### src/design/grow_on_collision_hash_table_macros.svh
// Assertion macros for the grow-on-collision hash table.
// Used by the top level only; no other dependencies.
`ifndef GROW_ON_COLLISION_HASH_TABLE_MACROS_SVH
`define GROW_ON_COLLISION_HASH_TABLE_MACROS_SVH

// same-cycle implication, sampled on clock, off during reset
`define GCHT_ASSERT_IMP(lbl, ante, cons, msg) \
   lbl: assert property (@(posedge clock) disable iff (reset) (ante) |-> (cons)) \
      else $error(msg);

// next-cycle implication
`define GCHT_ASSERT_NXT(lbl, ante, cons, msg) \
   lbl: assert property (@(posedge clock) disable iff (reset) (ante) |=> (cons)) \
      else $error(msg);

`endif

### src/design/gcht_pkg.sv
// Shared types and constants of the grow-on-collision hash table.
// No dependencies; imported by every module of the block.
`timescale 1ns / 1ps

package gcht_pkg;

   localparam int MAX_ENTRIES = 1024;
   localparam int HASH_W      = 32;
   localparam int VAL_W       = 32;
   localparam int IDX_W       = $clog2(MAX_ENTRIES);
   localparam int CAP_W       = 11;
   localparam int ADDR_W      = IDX_W + 1;
   localparam int DEPTH       = 2 * MAX_ENTRIES;
   localparam int CNT_W       = $clog2(HASH_W);

   localparam logic       ACT_INSERT = 1'b0;
   localparam logic       ACT_LOOKUP = 1'b1;

   localparam logic [2:0] ST_INSERTED  = 3'd0;
   localparam logic [2:0] ST_DUPLICATE = 3'd1;
   localparam logic [2:0] ST_FULL      = 3'd2;
   localparam logic [2:0] ST_FOUND     = 3'd3;
   localparam logic [2:0] ST_NOT_FOUND = 3'd4;

   localparam logic [2:0] REG_INIT_CAP = 3'd0;

   typedef struct packed {
      logic              action;
      logic [HASH_W-1:0] key_hash;
      logic [VAL_W-1:0]  value;
   } req_type;

   typedef struct packed {
      logic [2:0]       status;
      logic [VAL_W-1:0] value_out;
      logic [CAP_W-1:0] capacity_now;
   } rsp_type;

   typedef struct packed {
      logic              valid;
      logic [HASH_W-1:0] hash;
      logic [VAL_W-1:0]  value;
   } entry_type;

   typedef struct packed {
      logic              we;
      logic [ADDR_W-1:0] addr;
      entry_type         data;
   } ram_wr_type;

   typedef struct packed {
      logic              re;
      logic [ADDR_W-1:0] addr;
   } ram_rd_type;

   typedef struct packed {
      logic              start;
      logic [HASH_W-1:0] dividend;
      logic [CAP_W-1:0]  divisor;
   } mod_req_type;

   typedef struct packed {
      logic             done;
      logic [IDX_W-1:0] rem;
   } mod_rsp_type;

endpackage

### src/design/gcht_mod_unit.sv
// Remainder unit: key hash modulo slot count, one bit per cycle,
// with a registered mask path for power-of-two counts. Uses gcht_pkg.
`timescale 1ns / 1ps

module gcht_mod_unit (
   input  logic                 clock,
   input  logic                 reset,
   input  gcht_pkg::mod_req_type mod_req,
   output gcht_pkg::mod_rsp_type mod_rsp
);
   import gcht_pkg::*;

   logic              busy_ff, busy_in;
   logic              done_ff, done_in;
   logic [CNT_W-1:0]  cnt_ff, cnt_in;
   logic [HASH_W-1:0] dvd_ff, dvd_in;
   logic [CAP_W-1:0]  div_ff, div_in;
   logic [IDX_W-1:0]  rem_ff, rem_in;
   logic [CAP_W-1:0]  mask;
   logic [CAP_W-1:0]  trial;
   logic [CAP_W-1:0]  diff;

   assign mask  = mod_req.divisor - CAP_W'(1);
   assign trial = {rem_ff, dvd_ff[HASH_W-1]};
   assign diff  = trial - div_ff;

   always_comb begin
      busy_in = busy_ff;
      done_in = 1'b0;
      cnt_in  = cnt_ff;
      dvd_in  = dvd_ff;
      div_in  = div_ff;
      rem_in  = rem_ff;
      if (mod_req.start) begin
         div_in = mod_req.divisor;
         if ((mod_req.divisor & mask) == '0) begin
            rem_in  = mod_req.dividend[IDX_W-1:0] & mask[IDX_W-1:0];
            done_in = 1'b1;
            busy_in = 1'b0;
         end else begin
            busy_in = 1'b1;
            cnt_in  = '0;
            dvd_in  = mod_req.dividend;
            rem_in  = '0;
         end
      end else if (busy_ff) begin
         rem_in = (trial >= div_ff) ? diff[IDX_W-1:0] : trial[IDX_W-1:0];
         dvd_in = {dvd_ff[HASH_W-2:0], 1'b0};
         cnt_in = cnt_ff + CNT_W'(1);
         if (cnt_ff == CNT_W'(HASH_W - 1)) begin
            busy_in = 1'b0;
            done_in = 1'b1;
         end
      end
   end

   always_ff @(posedge clock) begin
      if (reset) begin
         busy_ff <= 1'b0;
         done_ff <= 1'b0;
      end else begin
         busy_ff <= busy_in;
         done_ff <= done_in;
      end
      cnt_ff <= cnt_in;
      dvd_ff <= dvd_in;
      div_ff <= div_in;
      rem_ff <= rem_in;
   end

   assign mod_rsp.done = done_ff;
   assign mod_rsp.rem  = rem_ff;

endmodule

### config.mk
export PLATFORM = sky130hd
export DESIGN_NAME = gcht_mod_unit
export DESIGN_NICKNAME = d
export VERILOG_FILES = /design/src/design/grow_on_collision_hash_table_macros.svh /design/src/design/gcht_pkg.sv /design/src/design/gcht_mod_unit.sv
export SDC_FILE = /design/constraint.sdc
export NUM_CORES = 1
export LEC_CHECK = 0
export ABC_CLOCK_PERIOD_IN_PS = 4350
export BUFFER_PORTS_ARGS = -buffer_cell sky130_fd_sc_hd__clkbuf_2
export CAP_MARGIN = 20
export CORE_MARGIN = 1
export CORE_UTILIZATION = 56
export DETAILED_ROUTE_END_ITERATION = 10
export MAX_ROUTING_LAYER = met4
export PLACE_DENSITY_LB_ADDON = 0.1
export SYNTH_ARGS = -nofsm -noshare
export SYNTH_HDL_FRONTEND = slang
export SYNTH_SLANG_ARGS = --single-unit
### constraint.sdc
create_clock -name clock -period 4.35 [get_ports clock]
set_input_delay 0.435 -clock clock [delete_from_list [all_inputs] [get_ports clock]]
set_output_delay 0.435 -clock clock [all_outputs]
set_load 0.005 [all_outputs]
==> metrics.txt, run 1 <==
# TYPE chip_impl_metric gauge
chip_impl_info{name="critical_path.cell_chain",value="clkbuf_2 > inv_1 > ha_1 > inv_1 > or3_1 > or2_2 > or3_1 > ha_1 > nor4_1 > nand4_1 > o21a_1 > buf_4"} 1
chip_impl_info{name="clock_tree.root_cell",value="clkbuf_8"} 1
chip_impl_metric{name="std_cell_rows",unit=""} 27
chip_impl_metric{name="peak_ir_drop_on_the_vdd_network",unit="V"} 0.000354
chip_impl_metric{name="hold_violations",unit=""} 0
chip_impl_metric{name="die_area",unit="mm²"} 0.00610
chip_impl_metric{name="holdBufCountCts",unit=""} 0
chip_impl_metric{name="die_w",unit="µm"} 78.1
chip_impl_info{name="post_synth_top_flop",value="edfxtp_1"} 1
chip_impl_info{name="critPathSlowestCell",value="or3_1"} 1
chip_impl_metric{name="std_cell_core_area",unit="mm²"} 0.00554
chip_impl_metric{name="drt-pass1-iter-count",unit=""} 4
chip_impl_metric{name="grt_first_pass_wirelength",unit="µm"} 9670
chip_impl_info{name="crit_path_end_kind",value="flop"} 1
chip_impl_info{name="cp_top_family",value="simple AND/OR/NAND/NOR gates"} 1
chip_impl_metric{name="die_y",unit="µm"} 78.1
chip_impl_metric{name="io_buffers",unit=""} 56
chip_impl_metric{name="syn_to_final_growth",unit="%"} 17.2
chip_impl_metric{name="path_buf_inv",unit=""} 4
chip_impl_metric{name="finalPower",unit="W"} 0.00165
chip_impl_metric{name="dp.final_hpwl",unit="µm"} 4250
chip_impl_metric{name="viasPerCell",unit=""} 5.39
chip_impl_metric{name="worst_ep_required_time",unit="ns"} 4.39
chip_impl_info{name="clock_tree_from_tritoncts",value="built"} 1
chip_impl_metric{name="worst_setup_hold_path_clk_slew",unit="ns"} 0.06
chip_impl_metric{name="synth-seq-cells",unit=""} 60
chip_impl_metric{name="drt_iter0_drc",unit=""} 119
chip_impl_metric{name="antenna_cells",unit=""} 0
chip_impl_metric{name="drv_slew",unit=""} 0
chip_impl_metric{name="utilization",unit=""} 0.686
chip_impl_info{name="timing.setup.critical_path_class",value="in -> reg"} 1
chip_impl_metric{name="detail_route.wl_per_cell",unit="µm"} 14.9
chip_impl_metric{name="pin_count_of_the_biggest_net_entering_global_routing",unit=""} 70
chip_impl_metric{name="finish.net_count",unit=""} 389
chip_impl_metric{name="worstSkewPairLatency",unit="ns"} 0.34
chip_impl_metric{name="maxSlewHeadroom",unit=""} 0.500
chip_impl_metric{name="grt_pass1_vias",unit=""} 2104
chip_impl_info{name="setup_repair_after_global_routing_missed_its_margin",value="false"} 1
chip_impl_info{name="result_of_the_run",value="completed"} 1
chip_impl_metric{name="cts-buffers-inserted",unit=""} 9
chip_impl_metric{name="clock_skew",unit="ns"} 0.00900
chip_impl_metric{name="final_number_of_setup_violating_endpoints",unit=""} 0
chip_impl_metric{name="mappedNetlistNets",unit=""} 327
chip_impl_metric{name="crit_arrival",unit="ns"} 3.09
chip_impl_metric{name="worst-path-max-fanout",unit=""} 37
chip_impl_metric{name="ctsLongestPathBuffers",unit=""} 2
chip_impl_metric{name="drc",unit=""} 0
chip_impl_metric{name="period_minus_slack",unit="ns"} 3.05
chip_impl_metric{name="ioPinCount",unit=""} 57
chip_impl_metric{name="cell_depth_of_the_worst_setup_path",unit=""} 12
chip_impl_metric{name="power.density",unit="mW/mm²"} 435
chip_impl_metric{name="numClockSinks",unit=""} 60
chip_impl_metric{name="synth_edf_count",unit=""} 58
chip_impl_metric{name="tns",unit="ns"} 0
chip_impl_metric{name="worst_path_largest_cell_delay",unit="ns"} 0.43
chip_impl_metric{name="ys_seq_area_frac",unit=""} 0.550
chip_impl_metric{name="worst_pin_slew",unit="ns"} 0.749
chip_impl_metric{name="gate_count_of_the_mapped_netlist",unit=""} 257
chip_impl_metric{name="power_leakage",unit="nW"} 1.61
chip_impl_metric{name="avgSynthCellArea",unit="µm²"} 12.6
chip_impl_metric{name="placement.setup.worst_slack",unit="ns"} 0.965
chip_impl_info{name="commonest_non_fill_non_tap_cell_in_the_layout",value="edfxtp_1"} 1
chip_impl_metric{name="final_layout_size_suffix_gt1_frac",unit=""} 0.330
chip_impl_metric{name="min_delay_path_depth",unit=""} 2
chip_impl_metric{name="asyncSetResetFlopFracSynth",unit=""} 0
chip_impl_metric{name="post_route_fraction_of_the_period_consumed_by_the_critical_path",unit=""} 0.701
chip_impl_metric{name="track_usage",unit=""} 0.222
chip_impl_metric{name="drt-total-wl",unit="µm"} 5890
chip_impl_info{name="hold_path_class",value="in -> reg"} 1
chip_impl_metric{name="drv_cap",unit=""} 0
chip_impl_metric{name="synth.cell_area",unit="mm²"} 0.00324
chip_impl_metric{name="vias",unit=""} 2133
chip_impl_info{name="layout.cells.most_common_list",value="58 x edfxtp_1, 56 x clkbuf_2, 28 x inv_1"} 1
chip_impl_metric{name="htreeDepth",unit=""} 3
chip_impl_metric{name="post-route-worst-setup-slack",unit="ns"} 1.30
chip_impl_metric{name="antenna_left",unit=""} 0
chip_impl_metric{name="gp_routability_congestion",unit=""} 0.822
chip_impl_metric{name="initial_core_util",unit=""} 0.585
chip_impl_metric{name="yosysWarnings",unit=""} 0
chip_impl_metric{name="synthDistinctLibCells",unit=""} 42
chip_impl_metric{name="filler_cell_count",unit=""} 449
chip_impl_metric{name="post_cts_setup_repair_buffer_count",unit=""} 0
chip_impl_metric{name="max_freq",unit="MHz"} 328
chip_impl_metric{name="antenna_found_initial",unit=""} 0
chip_impl_metric{name="rr_worst_depth",unit=""} 8
chip_impl_metric{name="grt_overflow_total",unit=""} 0
chip_impl_metric{name="number_of_resized_instances_in_the_post_cts_repair_step",unit=""} 0
chip_impl_info{name="worst_setup_path_start_kind",value="primary input"} 1
==> stage by stage <==
stage	area [µm²]	instances	hold slack [ns]
6_report	3800	396	0.269
5_1_grt	3800	396	0.270
4_1_cts	3800	396	0.254
3_5_place_dp	3590	380	0.533
3_3_place_gp	3590	380	0.529
2_1_floorplan	3240	257	0.507
==> layout make-up <==
| cell class | instances | area (µm²) | share of cell area |
|---|---|---|---|
| clock inverters | 7 | 81.3 | 0.0214 |
| multi-input cells | 160 | 1310 | 0.344 |
| well taps | 72 | 90.1 | 0.0237 |
| flip-flops and latches | 60 | 1780 | 0.469 |
| repair buffers | 60 | 310 | 0.0817 |
| inverters | 28 | 105 | 0.0277 |
| clock buffers | 9 | 124 | 0.0326 |
==> final timing paths <==
kind                                  from         end  slack (ns)
worst max register to register   rem_ff[5]   rem_ff[0]        1.80
worst max-delay path            mod_req[0]   dvd_ff[2]        1.30
worst min-delay path                 reset     done_ff        0.27
worst min register to register  dvd_ff[21]  dvd_ff[22]        0.55
==> power by group <==
part           internal, W  leakage (nW)  total, W  switching, W
Sequential        0.000719         0.606  0.000751     0.0000324
Clock             0.000314         0.105  0.000523      0.000208
Combinational     0.000178         0.896  0.000380      0.000202
Total              0.00121          1.61   0.00165      0.000442
==> Yosys cell counts, types with 5 or more instances <==
library cell / count / area (µm²)
nand4_1: 5 / 31.3
a21oi_1: 6 / 30.0
mux2_2: 25 / 282
o21ai_0: 13 / 65.1
ha_1: 23 / 288
inv_1: 28 / 105
edfxtp_1: 58 / 1740
nand2_1: 14 / 52.6
xnor2_1: 5 / 43.8
o32ai_1: 7 / 61.3
nor2_1: 12 / 45.0
or3_1: 6 / 37.5
mux2i_1: 6 / 60.1
==> cell families after synthesis <==
group	after synthesis	share of synthesized area
compound gates	42	0.0930
xor+xnor	8	0.0216
fa+ha+maj	24	0.0949
buf+inv	37	0.0475
flops	60	0.550
mux	31	0.105
simple gates	55	0.0880
==> sequential cells by signal (all words and copies together) (netlist names) <==
name / count
rem_ff: 10
cnt_ff: 5
busy_ff: 1
dvd_ff: 32
div_ff: 11
done_ff: 1
==> metal layers <==
layer  share of wire  GRT usage
met5               0          -
met3           0.050     0.0605
met1            0.45      0.286
met4           0.011     0.0889
met2            0.49      0.335
Power figures use the tool's default switching activity.
==> run 2: changes to the inputs <==
--- a/config.mk
+++ b/config.mk
@@ -5,11 +5,12 @@
 export SDC_FILE = /design/constraint.sdc
 export NUM_CORES = 1
 export LEC_CHECK = 0
-export ABC_CLOCK_PERIOD_IN_PS = 4350
+export ABC_AREA = 1
+export ABC_CLOCK_PERIOD_IN_PS = 3030
 export BUFFER_PORTS_ARGS = -buffer_cell sky130_fd_sc_hd__clkbuf_2
 export CAP_MARGIN = 20
 export CORE_MARGIN = 1
-export CORE_UTILIZATION = 56
+export CORE_UTILIZATION = 57
 export DETAILED_ROUTE_END_ITERATION = 10
 export MAX_ROUTING_LAYER = met4
 export PLACE_DENSITY_LB_ADDON = 0.1
==> constraint.sdc (replaced) <==
create_clock -name clock -period 3.03 [get_ports clock]
set_input_delay 0.303 -clock clock [delete_from_list [all_inputs] [get_ports clock]]
set_output_delay 0.303 -clock clock [all_outputs]
set_load 0.005 [all_outputs]
==> run 2 against run 1 <==
  * Hold slack lost 0.086 ns
  * Global-route usage up 4.1 points
  * Non-clock buffer count increased by 1
  * Cell count is 41% higher
  * Clock skew decreased by 0.0033 ns
  * Routed wire length increased by 25%
  * Sequential cell count unchanged
  * Total power rose by 47%
  * Count of clock-buffer cells in the layout rose by 1
  * Critical endpoint unchanged
  * Largest power group unchanged
==> metrics.txt, run 2 <==
# TYPE chip_impl_metric gauge
chip_impl_info{name="result_of_the_run",value="completed"} 1
chip_impl_metric{name="cts-buffers-inserted",unit=""} 9
chip_impl_metric{name="maxSlewHeadroom",unit=""} 0.673
chip_impl_metric{name="number_of_resized_instances_in_the_post_cts_repair_step",unit=""} 0
chip_impl_metric{name="max_freq",unit="MHz"} 420
chip_impl_info{name="layout.cells.most_common_list",value="171 x nand2_1, 58 x edfxtp_1, 56 x clkbuf_2"} 1
chip_impl_metric{name="drv_slew",unit=""} 0
chip_impl_metric{name="rr_worst_depth",unit=""} 8
chip_impl_info{name="post_synth_top_flop",value="edfxtp_1"} 1
chip_impl_metric{name="track_usage",unit=""} 0.263
chip_impl_metric{name="synthDistinctLibCells",unit=""} 32
chip_impl_metric{name="std_cell_core_area",unit="mm²"} 0.00592
chip_impl_metric{name="die_w",unit="µm"} 80.4
chip_impl_metric{name="drv_cap",unit=""} 0
chip_impl_metric{name="drt-pass1-iter-count",unit=""} 5
chip_impl_info{name="synth.top_cells.by_count",value="171 x nand2_1, 58 x edfxtp_1, 52 x inv_1"} 1
chip_impl_metric{name="grt_overflow_total",unit=""} 0
chip_impl_info{name="clock_tree.root_cell",value="clkbuf_8"} 1
chip_impl_metric{name="final_layout_size_suffix_gt1_frac",unit=""} 0.178
chip_impl_metric{name="numClockSinks",unit=""} 60
chip_impl_metric{name="finish.net_count",unit=""} 548
chip_impl_metric{name="initial_core_util",unit=""} 0.592
chip_impl_metric{name="viasPerCell",unit=""} 5.05
chip_impl_metric{name="io_buffers",unit=""} 56
chip_impl_metric{name="peak_ir_drop_on_the_vdd_network",unit="V"} 0.000386
chip_impl_metric{name="gate_count_of_the_mapped_netlist",unit=""} 417
chip_impl_metric{name="ioPinCount",unit=""} 57
chip_impl_metric{name="ys_seq_area_frac",unit=""} 0.508
chip_impl_metric{name="largest_register_ffs",unit=""} 32
chip_impl_metric{name="std_cell_rows",unit=""} 28
chip_impl_metric{name="avgSynthCellArea",unit="µm²"} 8.40
chip_impl_info{name="clock_tree_from_tritoncts",value="built"} 1
chip_impl_info{name="worst_setup_path_start_kind",value="primary input"} 1
chip_impl_metric{name="holdBufCountCts",unit=""} 0
chip_impl_metric{name="crit_arrival",unit="ns"} 2.41
chip_impl_metric{name="gp_routability_congestion",unit=""} 0.902
chip_impl_metric{name="post-place-cells",unit=""} 542
chip_impl_metric{name="power.density",unit="mW/mm²"} 599
chip_impl_metric{name="clock_skew",unit="ns"} 0.00570
chip_impl_metric{name="final_cell_count_no_fill",unit=""} 558
chip_impl_metric{name="worst-path-max-fanout",unit=""} 37
chip_impl_info{name="post-synth-top-count-cell",value="nand2_1"} 1
chip_impl_metric{name="htreeDepth",unit=""} 3
chip_impl_metric{name="worst_pin_slew",unit="ns"} 0.490
chip_impl_metric{name="drc",unit=""} 0
chip_impl_metric{name="drt-total-wl",unit="µm"} 7390
chip_impl_metric{name="vias",unit=""} 2819
chip_impl_metric{name="asyncSetResetFlopFracSynth",unit=""} 0
chip_impl_metric{name="worstSkewPairLatency",unit="ns"} 0.33
chip_impl_metric{name="power_leakage",unit="nW"} 2.05
chip_impl_metric{name="antenna_found_initial",unit=""} 0
chip_impl_metric{name="min_delay_path_depth",unit=""} 1
chip_impl_info{name="synth_top_area_cells",value="edfxtp_1 50%, nand2_1 18%, ha_1 8.2%, inv_1 5.6%, nand3_1 4.0%"} 1
chip_impl_metric{name="final_number_of_setup_violating_endpoints",unit=""} 0
chip_impl_metric{name="synth_top_area_frac",unit=""} 0.497
chip_impl_metric{name="mappedNetlistNets",unit=""} 487
chip_impl_info{name="reg.largest.list",value="dvd_ff x32, div_ff x11, rem_ff x10"} 1
chip_impl_metric{name="worst_ep_required_time",unit="ns"} 3.06
chip_impl_metric{name="worst_setup_hold_path_clk_slew",unit="ns"} 0.07
chip_impl_metric{name="antenna_left",unit=""} 0
chip_impl_metric{name="ctsLongestPathBuffers",unit=""} 2
chip_impl_metric{name="synth.cell_area",unit="mm²"} 0.00350
chip_impl_metric{name="hold_violations",unit=""} 0
chip_impl_metric{name="grt_pass1_vias",unit=""} 2628
chip_impl_metric{name="period_minus_slack",unit="ns"} 2.38
chip_impl_info{name="commonest_non_fill_non_tap_cell_in_the_layout",value="nand2_1"} 1
chip_impl_metric{name="syn_to_final_growth",unit="%"} 15.6
chip_impl_metric{name="die_y",unit="µm"} 80.4
chip_impl_metric{name="dp.final_hpwl",unit="µm"} 5570
chip_impl_info{name="timing.setup.critical_path_class",value="in -> reg"} 1
chip_impl_metric{name="antenna_cells",unit=""} 0
chip_impl_metric{name="synth_edf_count",unit=""} 58
chip_impl_metric{name="grt_first_pass_wirelength",unit="µm"} 12100
chip_impl_metric{name="post_cts_setup_repair_buffer_count",unit=""} 0
chip_impl_info{name="synth_largest_area_cell",value="edfxtp_1"} 1
chip_impl_metric{name="die_area",unit="mm²"} 0.00647
chip_impl_metric{name="worst_hold_slack",unit="ns"} 0.183
chip_impl_info{name="hold_path_class",value="in -> reg"} 1
chip_impl_info{name="top_register",value="dvd_ff"} 1
chip_impl_metric{name="pin_count_of_the_biggest_net_entering_global_routing",unit=""} 38
chip_impl_metric{name="post_route_fraction_of_the_period_consumed_by_the_critical_path",unit=""} 0.785
chip_impl_metric{name="yosysWarnings",unit=""} 0
chip_impl_metric{name="detail_route.wl_per_cell",unit="µm"} 13.2
chip_impl_metric{name="synth-seq-cells",unit=""} 60
chip_impl_metric{name="tns",unit="ns"} 0
chip_impl_metric{name="drt_iter0_drc",unit=""} 192
chip_impl_info{name="setup_repair_after_global_routing_missed_its_margin",value="false"} 1
chip_impl_info{name="crit_path_end_kind",value="flop"} 1
chip_impl_metric{name="ff2ff_setup_slack",unit="ns"} 0.82
[run 2: changes by cell type after synthesis, sizes merged, moves of 6 or more]
cell,previous run,this run
mux2i,6,0
nand3,2,28
mux2,25,0
nand2,14,174
inv,28,52
nand4,5,12
or3,7,0
o32ai,9,0
nor2,12,31
o21ai,13,2
[run 2: cell families (layout without fill, tap and decap cells)]
kind of cell,count (synthesis),after routing,synth area share
xor+xnor,3,3,0.00750
compound gates,9,9,0.0146
buf+inv,65,131,0.0739
flops,60,60,0.508
simple gates,256,256,0.308
fa+ha+maj,24,24,0.0878
[run 2: layout make-up]
| cell class | instances | area [µm²] |
|---|---|---|
| timing repair buffer | 61 | 318 |
| fill | 505 | 1870 |
| multi-input combinational | 292 | 1460 |
| clock buffer | 10 | 128 |
| clock inverter | 6 | 63.8 |
| inverter | 54 | 203 |
| sequential | 60 | 1780 |
| tap | 75 | 93.8 |
[run 2: final timing paths]
check,start,endpoint
worst max-delay path,mod_req[2],dvd_ff[2]
worst min-delay path,mod_req[10],div_ff[10]
worst max register to register,rem_ff[1],rem_ff[9]
worst min register to register,dvd_ff[3],dvd_ff[4]
[run 2: worst max-delay path: stages]
cell	delay, ns
clkbuf_2	0.11
or2_1	0.24
nor2_1	0.12
nand2_1	0.09
or2_2	0.28
ha_1	0.18
inv_1	0.05
nand2_1	0.05
nor4_1	0.35
nand3_1	0.19
and2_1	0.17
buf_4	0.27
[run 2: power breakdown]
part           switching [W]  leakage [nW]  internal, W
Sequential         0.0000494         0.612      0.00104
Clock               0.000319        0.0927     0.000380
Combinational       0.000396          1.34     0.000244
[run 2: per-layer routing]
layer,global-route usage,vias up,wire length [µm]
met4,0.0982,0,120
met3,0.0545,8,353
li1,-,1466,-
met1,0.352,1270,3420
met2,0.394,75,3500
met5,-,-,0
[run 2: per-stage QoR]
step	worst slack [ns]	power, W	utilization	cell area [µm²]
2_1_floorplan	0.403	0.00155	-	3500
3_3_place_gp	0.427	0.00172	0.652	3860
3_5_place_dp	0.355	0.00174	0.652	3860
4_1_cts	0.710	0.00244	0.684	4050
5_1_grt	0.490	0.00258	0.684	4050
6_report	0.650	0.00243	0.684	4050
==> run 3: changes to the inputs <==
--- a/config.mk
+++ b/config.mk
@@ -5,12 +5,12 @@
 export SDC_FILE = /design/constraint.sdc
 export NUM_CORES = 1
 export LEC_CHECK = 0
-export ABC_AREA = 1
-export ABC_CLOCK_PERIOD_IN_PS = 3030
+export ABC_AREA = 0
+export ABC_CLOCK_PERIOD_IN_PS = 2100
 export BUFFER_PORTS_ARGS = -buffer_cell sky130_fd_sc_hd__clkbuf_2
 export CAP_MARGIN = 20
 export CORE_MARGIN = 1
-export CORE_UTILIZATION = 57
+export CORE_UTILIZATION = 51
 export DETAILED_ROUTE_END_ITERATION = 10
 export MAX_ROUTING_LAYER = met4
 export PLACE_DENSITY_LB_ADDON = 0.1
==> constraint.sdc (replaced) <==
create_clock -name clock -period 2.1 [get_ports clock]
set_input_delay 0.21 -clock clock [delete_from_list [all_inputs] [get_ports clock]]
set_output_delay 0.21 -clock clock [all_outputs]
set_load 0.005 [all_outputs]
==> run 3 against run 2 <==
  * The run now ends with setup timing left
  * First-iteration DRC count rose by 4.2%
  * Register-to-register slack got worse by 1.0 ns
  * Sequential power rose by 43%
  * Clock power rose by 34%
  * Routed wire length rose by 2.1%
  * Sequential share of layout area fell by 5.5 points
  * Combinational power rose by 120%
  * Non-clock buffer count rose by 50
  * Setup slack got worse by 0.88 ns
  * Sequential cell count did not move
  * Die area rose by 3.3%
  * Cell count fell by 18%
  * Critical path type unchanged
  * Critical endpoint is now rem_ff[9]
==> metrics.txt, run 3 (synthesized netlist as in run 1, its figures left out) <==
# TYPE chip_impl_metric gauge
chip_impl_info{name="result_of_the_run",value="finished with violations"} 1
chip_impl_info{name="violations",value="setup timing"} 1
chip_impl_metric{name="rr_worst_depth",unit=""} 8
chip_impl_metric{name="filler_cell_count",unit=""} 394
chip_impl_metric{name="antenna_cells",unit=""} 0
chip_impl_metric{name="drt-pass1-iter-count",unit=""} 5
chip_impl_metric{name="grt_util_met1",unit=""} 0.302
chip_impl_metric{name="clock_skew",unit="ns"} 0.00606
chip_impl_info{name="hold_path_class",value="in -> reg"} 1
chip_impl_metric{name="pin_count_of_the_biggest_net_entering_global_routing",unit=""} 59
chip_impl_metric{name="final_number_of_setup_violating_endpoints",unit=""} 49
chip_impl_metric{name="std_cell_core_area",unit="mm²"} 0.00603
chip_impl_metric{name="numClockSinks",unit=""} 60
chip_impl_metric{name="antenna_left",unit=""} 0
chip_impl_metric{name="ioPinCount",unit=""} 57
chip_impl_metric{name="global_route.usage.met2",unit=""} 0.423
chip_impl_metric{name="worst_hold_slack",unit="ns"} 0.0609
chip_impl_metric{name="cts-buffers-inserted",unit=""} 9
chip_impl_info{name="commonest_non_fill_non_tap_cell_in_the_layout",value="edfxtp_1"} 1
chip_impl_metric{name="power_leakage",unit="nW"} 1.92
chip_impl_info{name="reg.largest.list",value="dvd_ff x32, div_ff x11, rem_ff x10"} 1
chip_impl_metric{name="hold_violations",unit=""} 0
chip_impl_info{name="timing.setup.critical_path_class",value="in -> reg"} 1
chip_impl_metric{name="vias",unit=""} 2480
chip_impl_metric{name="drt_iter0_drc",unit=""} 200
chip_impl_metric{name="final_cell_count_no_fill",unit=""} 455
chip_impl_metric{name="htreeDepth",unit=""} 3
chip_impl_metric{name="detailed_place.area",unit="mm²"} 0.00397
chip_impl_metric{name="min_delay_path_depth",unit=""} 2
chip_impl_metric{name="worst_setup_hold_path_clk_slew",unit="ns"} 0.06
chip_impl_metric{name="post-place-cells",unit=""} 420
chip_impl_metric{name="grt_overflow_total",unit=""} 0
chip_impl_metric{name="die_y",unit="µm"} 81.7
chip_impl_metric{name="viasPerCell",unit=""} 5.45
chip_impl_metric{name="utilization",unit=""} 0.768
chip_impl_metric{name="drc",unit=""} 0
chip_impl_metric{name="io_buffers",unit=""} 56
chip_impl_metric{name="ctsLongestPathBuffers",unit=""} 2
chip_impl_metric{name="worst_pin_slew",unit="ns"} 0.541
chip_impl_metric{name="cell_internal_pwr",unit="W"} 0.00276
chip_impl_metric{name="die_w",unit="µm"} 81.7
chip_impl_metric{name="worst-path-max-fanout",unit=""} 9
chip_impl_metric{name="worst_ep_required_time",unit="ns"} 2.30
chip_impl_metric{name="syn_to_final_growth",unit="%"} 42.8
chip_impl_info{name="top_register",value="dvd_ff"} 1
chip_impl_metric{name="p_clk_frac",unit=""} 0.241
chip_impl_metric{name="drv_slew",unit=""} 0
chip_impl_metric{name="net_switching_fraction_of_the_power",unit=""} 0.288
chip_impl_metric{name="initial_core_util",unit=""} 0.538
chip_impl_metric{name="largest_register_ffs",unit=""} 32
chip_impl_metric{name="peak_ir_drop_on_the_vdd_network",unit="V"} 0.000670
chip_impl_metric{name="maxSlewHeadroom",unit=""} 0.639
chip_impl_metric{name="crit_arrival",unit="ns"} 2.53
chip_impl_metric{name="stdcell_area",unit="mm²"} 0.00463
chip_impl_metric{name="p_sw",unit="W"} 0.00112
chip_impl_metric{name="drv_cap",unit=""} 0
chip_impl_metric{name="share_comb_of_total_power",unit=""} 0.356
chip_impl_info{name="worst_setup_path_start_kind",value="primary input"} 1
chip_impl_metric{name="use_met3",unit=""} 0.0356
chip_impl_metric{name="tns",unit="ns"} -7.90
chip_impl_metric{name="final_layout_size_suffix_gt1_frac",unit=""} 0.516
chip_impl_info{name="clock_tree.root_cell",value="clkbuf_8"} 1
chip_impl_metric{name="std_cell_rows",unit=""} 28
chip_impl_metric{name="finish.net_count",unit=""} 447
chip_impl_info{name="crit_path_end_kind",value="flop"} 1
chip_impl_metric{name="grt_first_pass_wirelength",unit="µm"} 11700
chip_impl_metric{name="worstSkewPairLatency",unit="ns"} 0.33
chip_impl_metric{name="die_area",unit="mm²"} 0.00668
chip_impl_info{name="layout.cells.most_common_list",value="58 x edfxtp_1, 54 x clkbuf_2, 48 x buf_4"} 1
chip_impl_metric{name="detail_route.wl_per_cell",unit="µm"} 16.6
chip_impl_metric{name="max_freq",unit="MHz"} 430
chip_impl_info{name="clock_tree_from_tritoncts",value="built"} 1
chip_impl_metric{name="power.density",unit="mW/mm²"} 836
chip_impl_metric{name="post-route-worst-setup-slack",unit="ns"} -0.226
chip_impl_metric{name="period_minus_slack",unit="ns"} 2.33
chip_impl_metric{name="post_route_fraction_of_the_period_consumed_by_the_critical_path",unit=""} 1.11
chip_impl_metric{name="antenna_found_initial",unit=""} 0
chip_impl_metric{name="seqPwrFrac",unit=""} 0.402
chip_impl_info{name="grt_busiest_layer",value="met2"} 1
chip_impl_metric{name="grt_pass1_vias",unit=""} 2472
chip_impl_metric{name="gp_routability_congestion",unit=""} 0.861
chip_impl_metric{name="track_usage",unit=""} 0.253
chip_impl_metric{name="drt-total-wl",unit="µm"} 7550
chip_impl_metric{name="dp.final_hpwl",unit="µm"} 4920
chip_impl_info{name="setup_repair_after_global_routing_missed_its_margin",value="true"} 1
-- run 3: metal layers --
layer,wire length [µm],part of all wire
met1,3310,0.44
met2,3780,0.50
met3,312,0.041
met4,140,0.019
met5,0,0
-- run 3: layout make-up --
type                       count  area (µm²)  area share
clock buffer                  10         128      0.0276
clock inverter                 4        42.5     0.00919
inverter                      28         123      0.0265
multi-input combinational    167        1690       0.366
sequential                    60        1780       0.385
tap                           75        93.8      0.0203
timing repair buffer         111         769       0.166
-- run 3: power by group through the flow --
stage                     clock network [W]  logic, W  registers (W)
final                              0.000934   0.00138        0.00156
after floorplan                           0  0.000560        0.00156
after CTS                          0.000950   0.00140        0.00156
after detailed placement                  0   0.00100        0.00157
after global placement                    0  0.000987        0.00157
after global routing               0.000992   0.00148        0.00157
-- run 3: critical path, stage by stage --
cell	delay (ns)
clkbuf_16	0.14
inv_12	0.04
ha_4	0.12
inv_2	0.03
or3_4	0.33
or2_4	0.24
or3_1	0.31
ha_2	0.20
nor4_4	0.14
nand4_1	0.13
buf_6	0.17
buf_4	0.14
o32ai_2	0.20
a31o_2	0.13
-- run 3: final timing paths --
check	to	start	slack, ns
hold reg to reg	dvd_ff[25]	dvd_ff[24]	0.55
setup reg to reg	rem_ff[9]	rem_ff[1]	-0.19
setup / recovery	rem_ff[9]	mod_req[0]	-0.23
hold / removal	done_ff	reset	0.06
-- run 3: timing repair --
item | CTS | global route
hold buffers | 0 | 0
cloned | 8 | 0
pin swaps | 22 | 8
buffers inserted | 13 | 2
endpoints found under the setup margin | 49 | 49
resized for setup | 50 | 4
-- run 3: through the flow --
step                      setup slack, ns  power (W)
final                              -0.226    0.00387
after global routing               -0.282    0.00405
after CTS                          -0.210    0.00391
after detailed placement           -0.743    0.00258
after global placement             -0.700    0.00256
after floorplan                    -0.477    0.00212
